$ cat config.mk
export PLATFORM = sky130hd
export DESIGN_NAME = rgb_triplet_text_parser
export DESIGN_NICKNAME = d
export VERILOG_FILES = /design/src/design/rgbp_pkg.sv /design/src/design/rgbp_line_core.sv /design/src/design/rgb_triplet_text_parser.sv
export SDC_FILE = /design/constraint.sdc
export NUM_CORES = 1
export LEC_CHECK = 0
export BUFFER_PORTS_ARGS = -buffer_cell sky130_fd_sc_hd__buf_4
export CAP_MARGIN = 20
export CORE_MARGIN = 5
export CORE_UTILIZATION = 35
export DETAILED_ROUTE_END_ITERATION = 16
export HOLD_SLACK_MARGIN = 0.03
export PLACE_DENSITY = 0.65
export SLEW_MARGIN = 20
export SYNTH_ARGS = -nofsm -noshare
export SYNTH_HDL_FRONTEND = slang
export SYNTH_SLANG_ARGS = --single-unit
$ cat constraint.sdc
create_clock -name clk_i -period 3 [get_ports clk_i]
set_clock_uncertainty 0.2 [all_clocks]
set_input_delay 0.15 -clock clk_i [delete_from_list [all_inputs] [get_ports clk_i]]
set_output_delay 0.15 -clock clk_i [all_outputs]
set_load 0.01 [all_outputs]
$ cat src/design/rgbp_pkg.sv
// ----------------------------------------------------------------------------
// RGB triplet parser package
// Shared status codes, character constants and default sizes.
// ----------------------------------------------------------------------------
package rgbp_pkg;

  localparam int NumSlotsDefault = 6;
  localparam int MaxDigits       = 3;
  localparam int SlotNumW        = 3;
  localparam int ColorW          = 24;
  localparam int FieldValW       = 10;
  localparam int DigitCntW       = 2;
  localparam int FieldIdxW       = 2;
  localparam logic [9:0] FieldMax = 10'd255;

  localparam logic [7:0] CharSpace = 8'h20;
  localparam logic [7:0] CharTab   = 8'h09;
  localparam logic [7:0] CharComma = 8'h2C;
  localparam logic [7:0] CharZero  = 8'h30;
  localparam logic [7:0] CharNine  = 8'h39;

  typedef enum logic [1:0] {
    StOk     = 2'd0,
    StFormat = 2'd1,
    StValue  = 2'd2,
    StSlot   = 2'd3
  } status_e;

  typedef struct packed {
    status_e           status;
    logic [ColorW-1:0] color;
  } result_t;

endpackage

$ cat src/design/rgbp_line_core.sv
// ----------------------------------------------------------------------------
// RGB triplet parser line core
// Per-character parse state update, line-end evaluation and slot bookkeeping.
// ----------------------------------------------------------------------------
module rgbp_line_core import rgbp_pkg::*; #(
  parameter int NumSlots = NumSlotsDefault
) (
  input  logic                clk_i,
  input  logic                rst_ni,
  input  logic                fire_i,
  input  logic [7:0]          text_char_i,
  input  logic                line_end_i,
  input  logic [SlotNumW-1:0] target_slot_i,
  output result_t             result_o
);

  localparam int SlotW = (NumSlots > 1) ? $clog2(NumSlots) : 1;

  typedef enum logic [1:0] {
    PhLead   = 2'd0,
    PhDigits = 2'd1,
    PhTrail  = 2'd2
  } phase_e;

  logic [FieldIdxW-1:0] idx_q, idx_d;
  phase_e               phase_q, phase_d;
  logic [DigitCntW-1:0] cnt_q, cnt_d;
  logic [FieldValW-1:0] val_q, val_d;
  logic [ColorW-1:0]    packed_q, packed_d;
  status_e              err_q, err_d;
  logic [NumSlots-1:0]  filled_q, filled_d;

  logic                 is_blank, is_digit, is_comma;
  logic [3:0]           digit;
  logic [13:0]          four_val;
  logic                 in_range;
  logic [SlotW-1:0]     slot_idx;
  logic                 val_ok_trail;

  assign is_blank = (text_char_i == CharSpace) || (text_char_i == CharTab);
  assign is_digit = (text_char_i >= CharZero) && (text_char_i <= CharNine);
  assign is_comma = (text_char_i == CharComma);
  assign digit    = 4'(text_char_i - CharZero);
  assign four_val = 14'(val_q) * 14'd10 + 14'(digit);
  assign in_range = int'(target_slot_i) < NumSlots;
  assign slot_idx = SlotW'(target_slot_i);

  always_comb begin
    idx_d        = idx_q;
    phase_d      = phase_q;
    cnt_d        = cnt_q;
    val_d        = val_q;
    packed_d     = packed_q;
    err_d        = err_q;
    filled_d     = filled_q;
    result_o     = '{status: StOk, color: '0};
    val_ok_trail = 1'b0;

    if (!line_end_i) begin
      if (err_q == StOk) begin
        case (phase_q)
          PhLead: begin
            if (is_digit) begin
              phase_d = PhDigits;
              cnt_d   = DigitCntW'(1);
              val_d   = FieldValW'(digit);
            end else if (!is_blank) begin
              err_d = StFormat;
            end
          end
          PhDigits: begin
            if (is_digit) begin
              if (int'(cnt_q) < MaxDigits) begin
                val_d = 10'(four_val);
                cnt_d = cnt_q + DigitCntW'(1);
              end else begin
                err_d = (four_val > 14'd255) ? StValue : StFormat;
              end
            end else if (val_q > FieldMax) begin
              err_d = StValue;
            end else begin
              phase_d      = PhTrail;
              val_ok_trail = 1'b1;
            end
          end
          PhTrail: val_ok_trail = 1'b1;
          default: err_d = StFormat;
        endcase

        // Character following a finished field: blank, comma or stray
        if (val_ok_trail && !is_blank) begin
          if (!is_comma || idx_q >= FieldIdxW'(2)) begin
            err_d = StFormat;
          end else begin
            if (idx_q == '0) begin
              packed_d[23:16] = val_q[7:0];
            end else begin
              packed_d[15:8] = val_q[7:0];
            end
            idx_d   = idx_q + FieldIdxW'(1);
            phase_d = PhLead;
            cnt_d   = '0;
            val_d   = '0;
          end
        end
      end
    end else begin
      // Line end: resolve status, output colour and mark the slot filled, clear line state
      if (err_q != StOk) begin
        result_o.status = err_q;
      end else if (phase_q == PhDigits && val_q > FieldMax) begin
        result_o.status = StValue;
      end else if ((phase_q != PhDigits && phase_q != PhTrail) ||
                   idx_q != FieldIdxW'(2)) begin
        result_o.status = StFormat;
      end else if (!in_range || filled_q[slot_idx]) begin
        result_o.status = StSlot;
      end else begin
        result_o.color     = {packed_q[23:8], val_q[7:0]};
        filled_d[slot_idx] = 1'b1;
      end
      idx_d    = '0;
      phase_d  = PhLead;
      cnt_d    = '0;
      val_d    = '0;
      packed_d = '0;
      err_d    = StOk;
    end
  end

  always_ff @(posedge clk_i or negedge rst_ni) begin
    if (!rst_ni) begin
      idx_q    <= '0;
      phase_q  <= PhLead;
      cnt_q    <= '0;
      val_q    <= '0;
      packed_q <= '0;
      err_q    <= StOk;
      filled_q <= '0;
    end else if (fire_i) begin
      idx_q    <= idx_d;
      phase_q  <= phase_d;
      cnt_q    <= cnt_d;
      val_q    <= val_d;
      packed_q <= packed_d;
      err_q    <= err_d;
      filled_q <= filled_d;
    end
  end

endmodule

$ cat src/design/rgb_triplet_text_parser.sv
// A line-end transaction passes the input register and then the result register.
// Throughput: one character per cycle unless a line end is held; the parse state
// update is combinational logic between the input register and the result register. A line
// end waits in the input register while a held result occupies the output.
// Reset: asynchronous, active low; clears parse state, all slot-filled flags
// and both pipeline valid flags. No clearing pass is needed.
// ----------------------------------------------------------------------------
// RGB triplet text parser
// Parses "R,G,B" decimal colour lines one character at a time and reports a
// status and packed colour per line, tracking which colour slots are filled.
// ----------------------------------------------------------------------------
module rgb_triplet_text_parser import rgbp_pkg::*; #(
  parameter int NumSlots = NumSlotsDefault
) (
  input  logic                clk_i,
  input  logic                rst_ni,
  input  logic                in_valid_i,
  output logic                in_ready_o,
  input  logic [7:0]          text_char_i,
  input  logic                line_end_i,
  input  logic [SlotNumW-1:0] target_slot_i,
  output logic                out_valid_o,
  input  logic                out_ready_i,
  output logic [1:0]          status_o,
  output logic [ColorW-1:0]   color_o
);

  logic                in_valid_q;
  logic [7:0]          char_q;
  logic                end_q;
  logic [SlotNumW-1:0] slot_q;
  logic                out_valid_q;
  result_t             res_q;
  result_t             res;
  logic                out_free;
  logic                fire;

  // Hold a line-end transaction until the result register can take it
  assign out_free   = !out_valid_q || out_ready_i;
  assign fire       = in_valid_q && (!end_q || out_free);
  assign in_ready_o = !in_valid_q || fire;

  rgbp_line_core #(
    .NumSlots(NumSlots)
  ) u_core (
    .clk_i        (clk_i),
    .rst_ni       (rst_ni),
    .fire_i       (fire),
    .text_char_i  (char_q),
    .line_end_i   (end_q),
    .target_slot_i(slot_q),
    .result_o     (res)
  );

  always_ff @(posedge clk_i or negedge rst_ni) begin
    if (!rst_ni) begin
      in_valid_q <= 1'b0;
    end else if (in_ready_o) begin
      in_valid_q <= in_valid_i;
    end
  end

  always_ff @(posedge clk_i) begin
    if (in_ready_o && in_valid_i) begin
      char_q <= text_char_i;
      end_q  <= line_end_i;
      slot_q <= target_slot_i;
    end
  end

  always_ff @(posedge clk_i or negedge rst_ni) begin
    if (!rst_ni) begin
      out_valid_q <= 1'b0;
    end else if (out_free) begin
      out_valid_q <= fire && end_q;
    end
  end

  always_ff @(posedge clk_i) begin
    if (out_free && fire && end_q) begin
      res_q <= res;
    end
  end

  assign out_valid_o = out_valid_q;
  assign status_o    = res_q.status;
  assign color_o     = res_q.color;

endmodule
==> impl_metrics.ini, run 1 <==
[run_status]
outcome = complete, but fails checks
violations = setup timing

[critical_path]
start_kind = flop
reg2reg_to = u_core.err_q[1]
reg2regPathDepth = 11
worstPathMaxFanout = 4
r2r-start = u_core.val_q[3]
cp-end-kind = flop
worst_ep_required_time_ns = 3.02
r2r_slack_ns = -0.37
crit_type = flop to flop
cp.arrival_ns = 3.39

[grt]
grt_antenna_before_repair = 0
grt_max_degree = 43
track_usage_pct = 13.8
grt_pass1_wl_mm = 16.1
overflow = 0
grt_pass1_vias = 3328

[synthesis]
synth.most_common_cell = dfrtp_1
yosys_warnings = 0
synth_nets = 411
seq_area_frac_synth_pct = 52.5
synth_ff_type = dfrtp_1
yosysTopAreaCell = edfxtp_1
syn_area_per_cell_um2 = 11.3
synth_area_mm2 = 0.00418
synth_cell_types = 61
synthCells = 368
synth-seq-cells = 80
ys_top_cells_by_area = edfxtp_1, dfrtp_1, ha_1
async_reset_ff_share_pct = 52.5
synth_top_cells_by_count = dfrtp_1, edfxtp_1, nand2_1, o21ai_0
synth_edf_count = 38
synth_top_area_share_pct = 27.3

[floorplanning]
chipHeight_um = 119
start_util_pct = 36.1
core_mm2 = 0.0116
io_pins = 44
die_w_um = 119
dieArea_mm2 = 0.0142
rows = 39

[timing]
slew-limit-headroom_pct = 51.9
fin_ws_ns = -0.368
slew_viol_final = 0
worst_pin_slew_ns = 0.715
rsz0062_at_grt = yes
setup_violations = 2
fin_crit_sh_pct = 112
finalHoldViolations = 0
fin_crit_ns = 3.37
fmax_ghz = 0.297
whs_ns = 0.164

[clock_network]
h-tree-depth = 3
cts_sinks = 80
clockBufferDepth = 2
clkLatencyLatePin_ns = 0.33
cts-buffers-inserted = 9
cts_root_buffer = clkbuf_16
path_clk_slew_ns = 0.06
cts_tree = done

[worst_hold_path]
hold_class = input pin to async pin

[routing]
wl_per_cell_um = 15.1
first_pass_iters = 4
drt-total-wl_mm = 9.41
viasPerCell = 5.06
antenna_left = 0
drc = 0
initialDrtViolationCount = 222
vias = 3151

[final_layout]
finish.utilization_pct = 47.8
drive_gt1_share_pct = 26.0
diodes = 0
area_delta_synth_final_pct = 32.5
multi_input_area_mm2 = 0.00195
regArea_mm2 = 0.00219
fillers = 1030
nets = 518
final_cell_area_mm2 = 0.00553

[placement]
pre_cts_slack_ns = -0.375
place_congestion = 0.859
detailed_place_hpwl_mm = 6.95
portBuffers = 43
place_area_mm2 = 0.00498

[power]
peakVddDrop_mv = 0.263
leakagePower_uw = 0.00251
power.density_mw_per_mm2 = 507

[run]
maxCapViolations = 0
[critical path, cell delays in order, from the launching register on]
cell	delay [ns]
dfrtp_1	0.41
ha_1	0.30
ha_2	0.18
inv_2	0.04
fa_2	0.33
and2b_1	0.25
o311a_4	0.20
o31a_1	0.15
a21oi_1	0.04
or4_1	0.53
or4_4	0.43
a22o_1	0.19
[sequential cells by signal, indices dropped and copies added, names as in the netlist]
| register | flops |
|---|---|
| slot_q | 3 |
| u_core.phase_q | 2 |
| in_valid_q | 1 |
| u_core.idx_q | 2 |
| u_core.cnt_q | 2 |
| out_valid_o | 1 |
| char_q | 8 |
| u_core.filled_q | 6 |
| end_q | 1 |
| u_core.val_q | 10 |
| color_o | 24 |
| status_o | 2 |
| u_core.err_q | 2 |
| u_core.packed_q | 16 |
[final cells by class]
type | instances | share of cell area (%)
clock inverter | 3 | 1.63
sequential | 80 | 39.6
clock buffer | 13 | 4.52
multi-input combinational | 266 | 35.2
tap | 143 | 3.23
inverter | 13 | 0.882
timing repair buffer | 105 | 14.9
[per-layer routing]
layer	global-route usage (%)	vias up	wire [um]	share of wire, %
met5	0	-	0	0
met4	4.63	0	116	1.2
met3	3.18	9	285	3.0
met2	23.3	46	4640	49
met1	17.6	1520	4360	46
li1	-	1576	-	-
[logic make-up after synthesis]
group / synth area share, %
xor gates and xnor gates: 2.52
AOI/OAI and AO/OA: 14.5
adders and majority gates: 8.45
muxes: 4.38
buffers and inverters: 2.01
and+or+nand+nor: 15.7
DFF: 52.5
[power breakdown]
part / total [uW] / internal, uW / switching (uW)
Clock: 1250 / 837 / 412
Combinational: 305 / 128 / 177
Sequential: 1250 / 1200 / 47.6
Total: 2810 / 2170 / 637
[metrics by stage]
stage | instances | setup TNS (ns) | power [uW]
after global placement | 589 | -0.473 | 1540
final | 623 | -0.644 | 2810
after global routing | 623 | -0.882 | 2900
after floorplan | 368 | -0.411 | 1430
after detailed placement | 589 | -0.654 | 1550
after CTS | 622 | -0.627 | 2820
[repair_timing]
item | in CTS | in global routing
setup endpoints to repair | 2 | 17
hold buffers | 15 | 0
pin swaps | 1 | 2
resized for setup | 1 | 5
setup buffers | 2 | 1
endpoints found under the hold margin | 56 | 0
[cells in the final DEF (no fill, tap or decap), drive strengths merged, types with 11 or more instances in the layout]
master        n
a21oi        11
and2         27
buf          90
clkbuf       13
dfrtp        42
dlygate4sd3  15
edfxtp       38
ha           25
inv          13
mux2i        16
nand2        37
nor2         16
o21ai        35
[worst max path at each step]
stage / depth (start not counted) / endpoint / from
6_report: 11 / u_core.err_q[1] / u_core.val_q[3]
5_1_grt: 11 / u_core.err_q[1] / u_core.val_q[3]
4_1_cts: 11 / u_core.err_q[1] / u_core.val_q[3]
3_5_place_dp: 11 / u_core.err_q[1] / u_core.val_q[3]
3_3_place_gp: 11 / u_core.err_q[1] / u_core.val_q[3]
2_1_floorplan: 11 / u_core.err_q[1] / u_core.val_q[1]
Note: power is estimated with default switching activity, not from simulation.
==> inputs of run 2 (changes only) <==
--- a/config.mk
+++ b/config.mk
@@ -11,8 +11,9 @@
 export CORE_UTILIZATION = 35
 export DETAILED_ROUTE_END_ITERATION = 16
 export HOLD_SLACK_MARGIN = 0.03
-export PLACE_DENSITY = 0.65
+export PLACE_DENSITY_LB_ADDON = 0.12
 export SLEW_MARGIN = 20
 export SYNTH_ARGS = -nofsm -noshare
 export SYNTH_HDL_FRONTEND = slang
+export SYNTH_HIERARCHICAL = 1
 export SYNTH_SLANG_ARGS = --single-unit
==> run 2 against run 1 <==
The run still ends with setup timing left. First-iteration DRC count decreased by 11%. Clock power decreased by 3%. Die area increased by 3.5%. Combinational power decreased by 18%. Sequential share of layout area decreased by 1.0 points. Power decreased by 4.5%. Sequential power about the same. Utilization decreased by 0.71 points.
==> impl_metrics.ini, run 2 <==
[clock_network]
cts_root_buffer = clkbuf_16
h-tree-depth = 3
clockBufferDepth = 2
cts_tree = done
path_clk_slew_ns = 0.06
cts_sinks = 80
clkLatencyLatePin_ns = 0.34
cts-buffers-inserted = 9

[timing]
setup_violations = 1
fin_crit_sh_pct = 102
slew-limit-headroom_pct = 61.6
fin_ws_ns = -0.0709
slew_viol_final = 0
fmax_ghz = 0.326
finalHoldViolations = 0
worst_pin_slew_ns = 0.575
rsz0062_at_grt = yes
fin_crit_ns = 3.07

[synthesis]
yosysTopAreaCell = edfxtp_1
synth_cell_types = 69
synth_top_area_share_pct = 26.3
synthCells = 376
synth_nets = 419
synth_area_mm2 = 0.00434
syn_area_per_cell_um2 = 11.5
synth.most_common_cell = dfrtp_1
synth_ff_type = dfrtp_1
ys_top_cells_by_area = edfxtp_1, dfrtp_1, ha_1
async_reset_ff_share_pct = 52.5
seq_area_frac_synth_pct = 50.6
synth-seq-cells = 80
synth_top_cells_by_count = dfrtp_1, edfxtp_1, and2_1, ha_1, nand2_1
synth_edf_count = 38
yosys_warnings = 6

[critical_path]
cp.arrival_ns = 3.10
worstPathMaxFanout = 4
reg2regPathDepth = 11
worst_ep_required_time_ns = 3.02
cp-end-kind = flop
start_kind = flop
crit_type = flop to flop

[final_layout]
fin_cells = 642
fillers = 1091
area_delta_synth_final_pct = 31.1
final_common_cell = buf_4
drive_gt1_share_pct = 27.2
final_cell_mix = buf_4, dfrtp_1, edfxtp_1
diodes = 0
finish.utilization_pct = 47.1
nets = 512
largest_register_ff_count = 24

[grt]
track_usage_pct = 14.4
grt_max_degree = 43
grt_antenna_before_repair = 0
overflow = 0
grt_pass1_vias = 3348
grt_pass1_wl_mm = 16.9

[routing]
vias = 3304
viasPerCell = 5.15
initialDrtViolationCount = 198
antenna_left = 0
wl_per_cell_um = 15.9
drt-total-wl_mm = 10.2
drc = 0
first_pass_iters = 5

[floorplanning]
dieArea_mm2 = 0.0147
core_mm2 = 0.0121
chipHeight_um = 121
die_w_um = 121
start_util_pct = 35.9
io_pins = 44
rows = 40

[power]
peakVddDrop_mv = 0.238
leakagePower_uw = 0.00240
power.density_mw_per_mm2 = 471

[placement]
portBuffers = 43
dp.cells = 607
detailed_place_hpwl_mm = 7.23
place_congestion = 0.833

[run]
maxCapViolations = 0

[run_status]
violations = setup timing
outcome = complete, but fails checks

[worst_hold_path]
hold_class = input pin to async pin
## run 2: layout make-up
class	instances	area [um^2]	share of cell area, %
timing repair buffer	98	776	13.7
tap	168	210	3.70
multi-input combinational	270	2130	37.5
inverter	10	37.5	0.661
sequential	80	2190	38.6
clock buffer	13	293	5.15
clock inverter	3	43.8	0.771
## run 2: cells by family after synthesis
kind of cell | Yosys count | share of synthesized area (%)
mux | 3 | 0.981
simple gates | 122 | 16.7
fa+ha+maj | 27 | 8.14
compound gates | 110 | 19.7
xor+xnor | 8 | 1.62
flops | 80 | 50.6
buf+inv | 26 | 2.31
## run 2: routing by layer
metal	wire (um)	GRT usage, %	up-vias
li1	-	-	1625
met3	357	2.94	6
met2	4840	22.9	71
met5	0	0	-
met1	4930	19.9	1602
met4	87	4.41	0
## run 2: critical path, cell delays in order (launching register included)
cell and delay, ns:
dfrtp_2 0.42, ha_4 0.25, ha_4 0.16, fa_2 0.40, xor2_2 0.18, nor3b_2 0.17
buf_4 0.15, buf_4 0.12, nand3b_1 0.10, mux2i_1 0.08, or4_4 0.50, a32o_1 0.23
## run 2: final timing paths
kind	startpoint	to	slack (ns)
min in group clk_i	u_core/filled_q[2]	u_core/filled_q[2]	0.27
worst min-delay path	rst_ni	u_core/filled_q[1]	0.14
worst min register to register	u_core/filled_q[2]	u_core/filled_q[2]	0.27
max in group asynchronous	rst_ni	u_core/val_q[1]	2.03
worst max-delay path	u_core/val_q[1]	u_core/err_q[1]	-0.07
worst max register to register	u_core/val_q[1]	u_core/err_q[1]	-0.07
## run 2: where the power goes
part / switching [uW] / leakage, uW / internal [uW]
registers: 28.3 / 0.000943 / 1190
logic: 145 / 0.00129 / 103
clock network: 443 / 0.000166 / 769
## run 2: metrics by stage
step	TNS [ns]	hold WS, ns	worst slack (ns)	power, uW	instance area (um^2)
6_report	-0.0709	0.142	-0.0709	2680	5680
4_1_cts	-0.0616	0.164	-0.0616	2710	5660
3_3_place_gp	-0.141	-0.0149	-0.135	1470	5100
2_1_floorplan	-0.0268	-0.346	-0.0268	1370	4360
3_5_place_dp	-0.201	-0.0125	-0.172	1470	5100
5_1_grt	-0.202	0.204	-0.170	2780	5680
## run 2: repair_timing
item                                    CTS  global route
setup buffers                             2             1
endpoints found under the setup margin    2             2
pin swaps                                 1             5
endpoints found under the hold margin    56             0
hold buffers                             16             0
gates resized for setup                   7             5
==> inputs of run 3 (changes only) <==
--- a/config.mk
+++ b/config.mk
@@ -8,7 +8,7 @@
 export BUFFER_PORTS_ARGS = -buffer_cell sky130_fd_sc_hd__buf_4
 export CAP_MARGIN = 20
 export CORE_MARGIN = 5
-export CORE_UTILIZATION = 35
+export CORE_UTILIZATION = 49
 export DETAILED_ROUTE_END_ITERATION = 16
 export HOLD_SLACK_MARGIN = 0.03
 export PLACE_DENSITY_LB_ADDON = 0.12
==> run 3 against run 2 <==
The run still ends with setup timing left. Power is 19% lower. Flip-flop and latch count stayed put. Via count is 0.61% lower. Sequential power hardly changed. Die area is 26% lower.
==> impl_metrics.ini, run 3 (synthesized netlist as in run 2, its figures left out) <==
[timing]
finalHoldViolations = 0
slew-limit-headroom_pct = 61.9
slew_viol_final = 0
fin_crit_sh_pct = 100
worst_pin_slew_ns = 0.571
setup_violations = 1
rsz0062_at_grt = yes
fin_ws_ns = -0.0113
tns_ns = -0.0113
fin_crit_ns = 3.01
fmax_ghz = 0.332

[run]
maxCapViolations = 0

[final_layout]
area_delta_synth_final_pct = 25.7
diodes = 0
fillers = 706
fin_cells = 582
largest_register_ff_count = 24
final_cell_mix = buf_4, dfrtp_1, edfxtp_1
drive_gt1_share_pct = 26.6
final_common_cell = buf_4
nets = 512

[placement]
place_congestion = 0.836
detailed_place_hpwl_mm = 7.04
portBuffers = 43
dp.cells = 546

[grt]
track_usage_pct = 18.4
grt_pass1_wl_mm = 16.6
grt_pass1_vias = 3263
overflow = 0
grt_antenna_before_repair = 0
grt_max_degree = 43

[clock_network]
h-tree-depth = 3
path_clk_slew_ns = 0.09
cts_sinks = 80
cts_root_buffer = clkbuf_8
cts_tree = done
clockBufferDepth = 2
cts-buffers-inserted = 9
clkLatencyLatePin_ns = 0.35

[critical_path]
startpoint = u_core/val_q[1]
cp_num_buf_inv = 0
crit_type = flop to flop
cp-end-kind = flop
crit_family = adder cells
critPathMostFrequentCell = ha_4
worstPathMaxFanout = 2
r2r-start = u_core/val_q[1]
worst_ep_required_time_ns = 3.04
crit_slowest_cell = fa_2
critical_path.cell_chain = ha_4 -> ha_4 -> fa_2 -> o211ai_1 -> nor3b_2 -> and4b_1 -> mux2i_1 -> or4_4 -> a32o_1
cp.arrival_ns = 3.06
cp_slowest_stage_delay_ns = 0.54
start_kind = flop

[floorplanning]
rows = 34
chipHeight_um = 104
io_pins = 44
core_mm2 = 0.00868
die_w_um = 104
start_util_pct = 50.0
dieArea_mm2 = 0.0108

[power]
peakVddDrop_mv = 0.203
leakagePower_uw = 0.00231
power.density_mw_per_mm2 = 400

[routing]
drc = 0
wl_per_cell_um = 16.7
viasPerCell = 5.64
first_pass_iters = 4
antenna_left = 0
drt-total-wl_mm = 9.71
vias = 3284
initialDrtViolationCount = 215

[worst_hold_path]
hold_class = input pin to async pin

[run_status]
outcome = complete, but fails checks
violations = setup timing
-- run 3: cell types whose count changed in the layout (fill, tap and decap cells not counted), sizes merged --
cell / change
clkinvlp: +2
bufinv: -1
clkbuf: -3
clkinv: +2
-- run 3: area by class of cell --
type,instances,area (um^2),area share [%]
flip-flops and latches,80,2190,40.3
multi-input cells,270,2130,39.2
repair buffers,98,776,14.2
well taps,108,135,2.48
clock buffers,10,128,2.34
clock inverters,6,46.3,0.850
inverters,10,37.5,0.689
-- run 3: metrics by stage --
step                hold slack [ns]  setup WS [ns]  instance area [um^2]  utilization [%]  total power (uW)
floorplan                    -0.346        -0.0268                  4360                -              1370
CTS                           0.139        -0.0590                  5400             62.2              2200
global route                  0.169         -0.101                  5450             62.8              2280
finish                        0.135        -0.0113                  5450             62.8              2180
global placement            -0.0209         -0.117                  5020             57.9              1460
detailed placement          -0.0243         -0.184                  5020             57.9              1470
-- run 3: metal layers --
| layer | global-route usage [%] | up-vias | share of wire [%] |
|---|---|---|---|
| li1 | - | 1623 | - |
| met1 | 26.5 | 1585 | 47 |
| met2 | 29.1 | 67 | 48 |
| met3 | 3.35 | 9 | 4.3 |
| met4 | 4.26 | 0 | 0.92 |
| met5 | 0 | - | 0 |
-- run 3: power by group --
part | switching [uW] | internal [uW] | leakage (uW)
Sequential | 27.3 | 1190 | 0.000945
Clock | 414 | 304 | 0.0000824
Combinational | 143 | 104 | 0.00128
-- run 3: timing repair --
item,in CTS,in global routing
gates resized for setup,4,4
pin swaps,8,7
hold buffers,16,0
buffers inserted,3,1
hold endpoints to repair,56,0
setup endpoints to repair,2,2
-- run 3: final timing paths --
| kind | endpoint | slack (ns) | depth (start not counted) |
|---|---|---|---|
| setup reg to reg | u_core/err_q[1] | -0.01 | 9 |
| hold / removal | u_core/filled_q[3] | 0.13 | 2 |
| hold reg to reg | u_core/filled_q[2] | 0.27 | 1 |
| setup / recovery | u_core/err_q[1] | -0.01 | 9 |
| max in group asynchronous | u_core/val_q[1] | 2.05 | 2 |
| min in group clk_i | u_core/filled_q[2] | 0.27 | 1 |
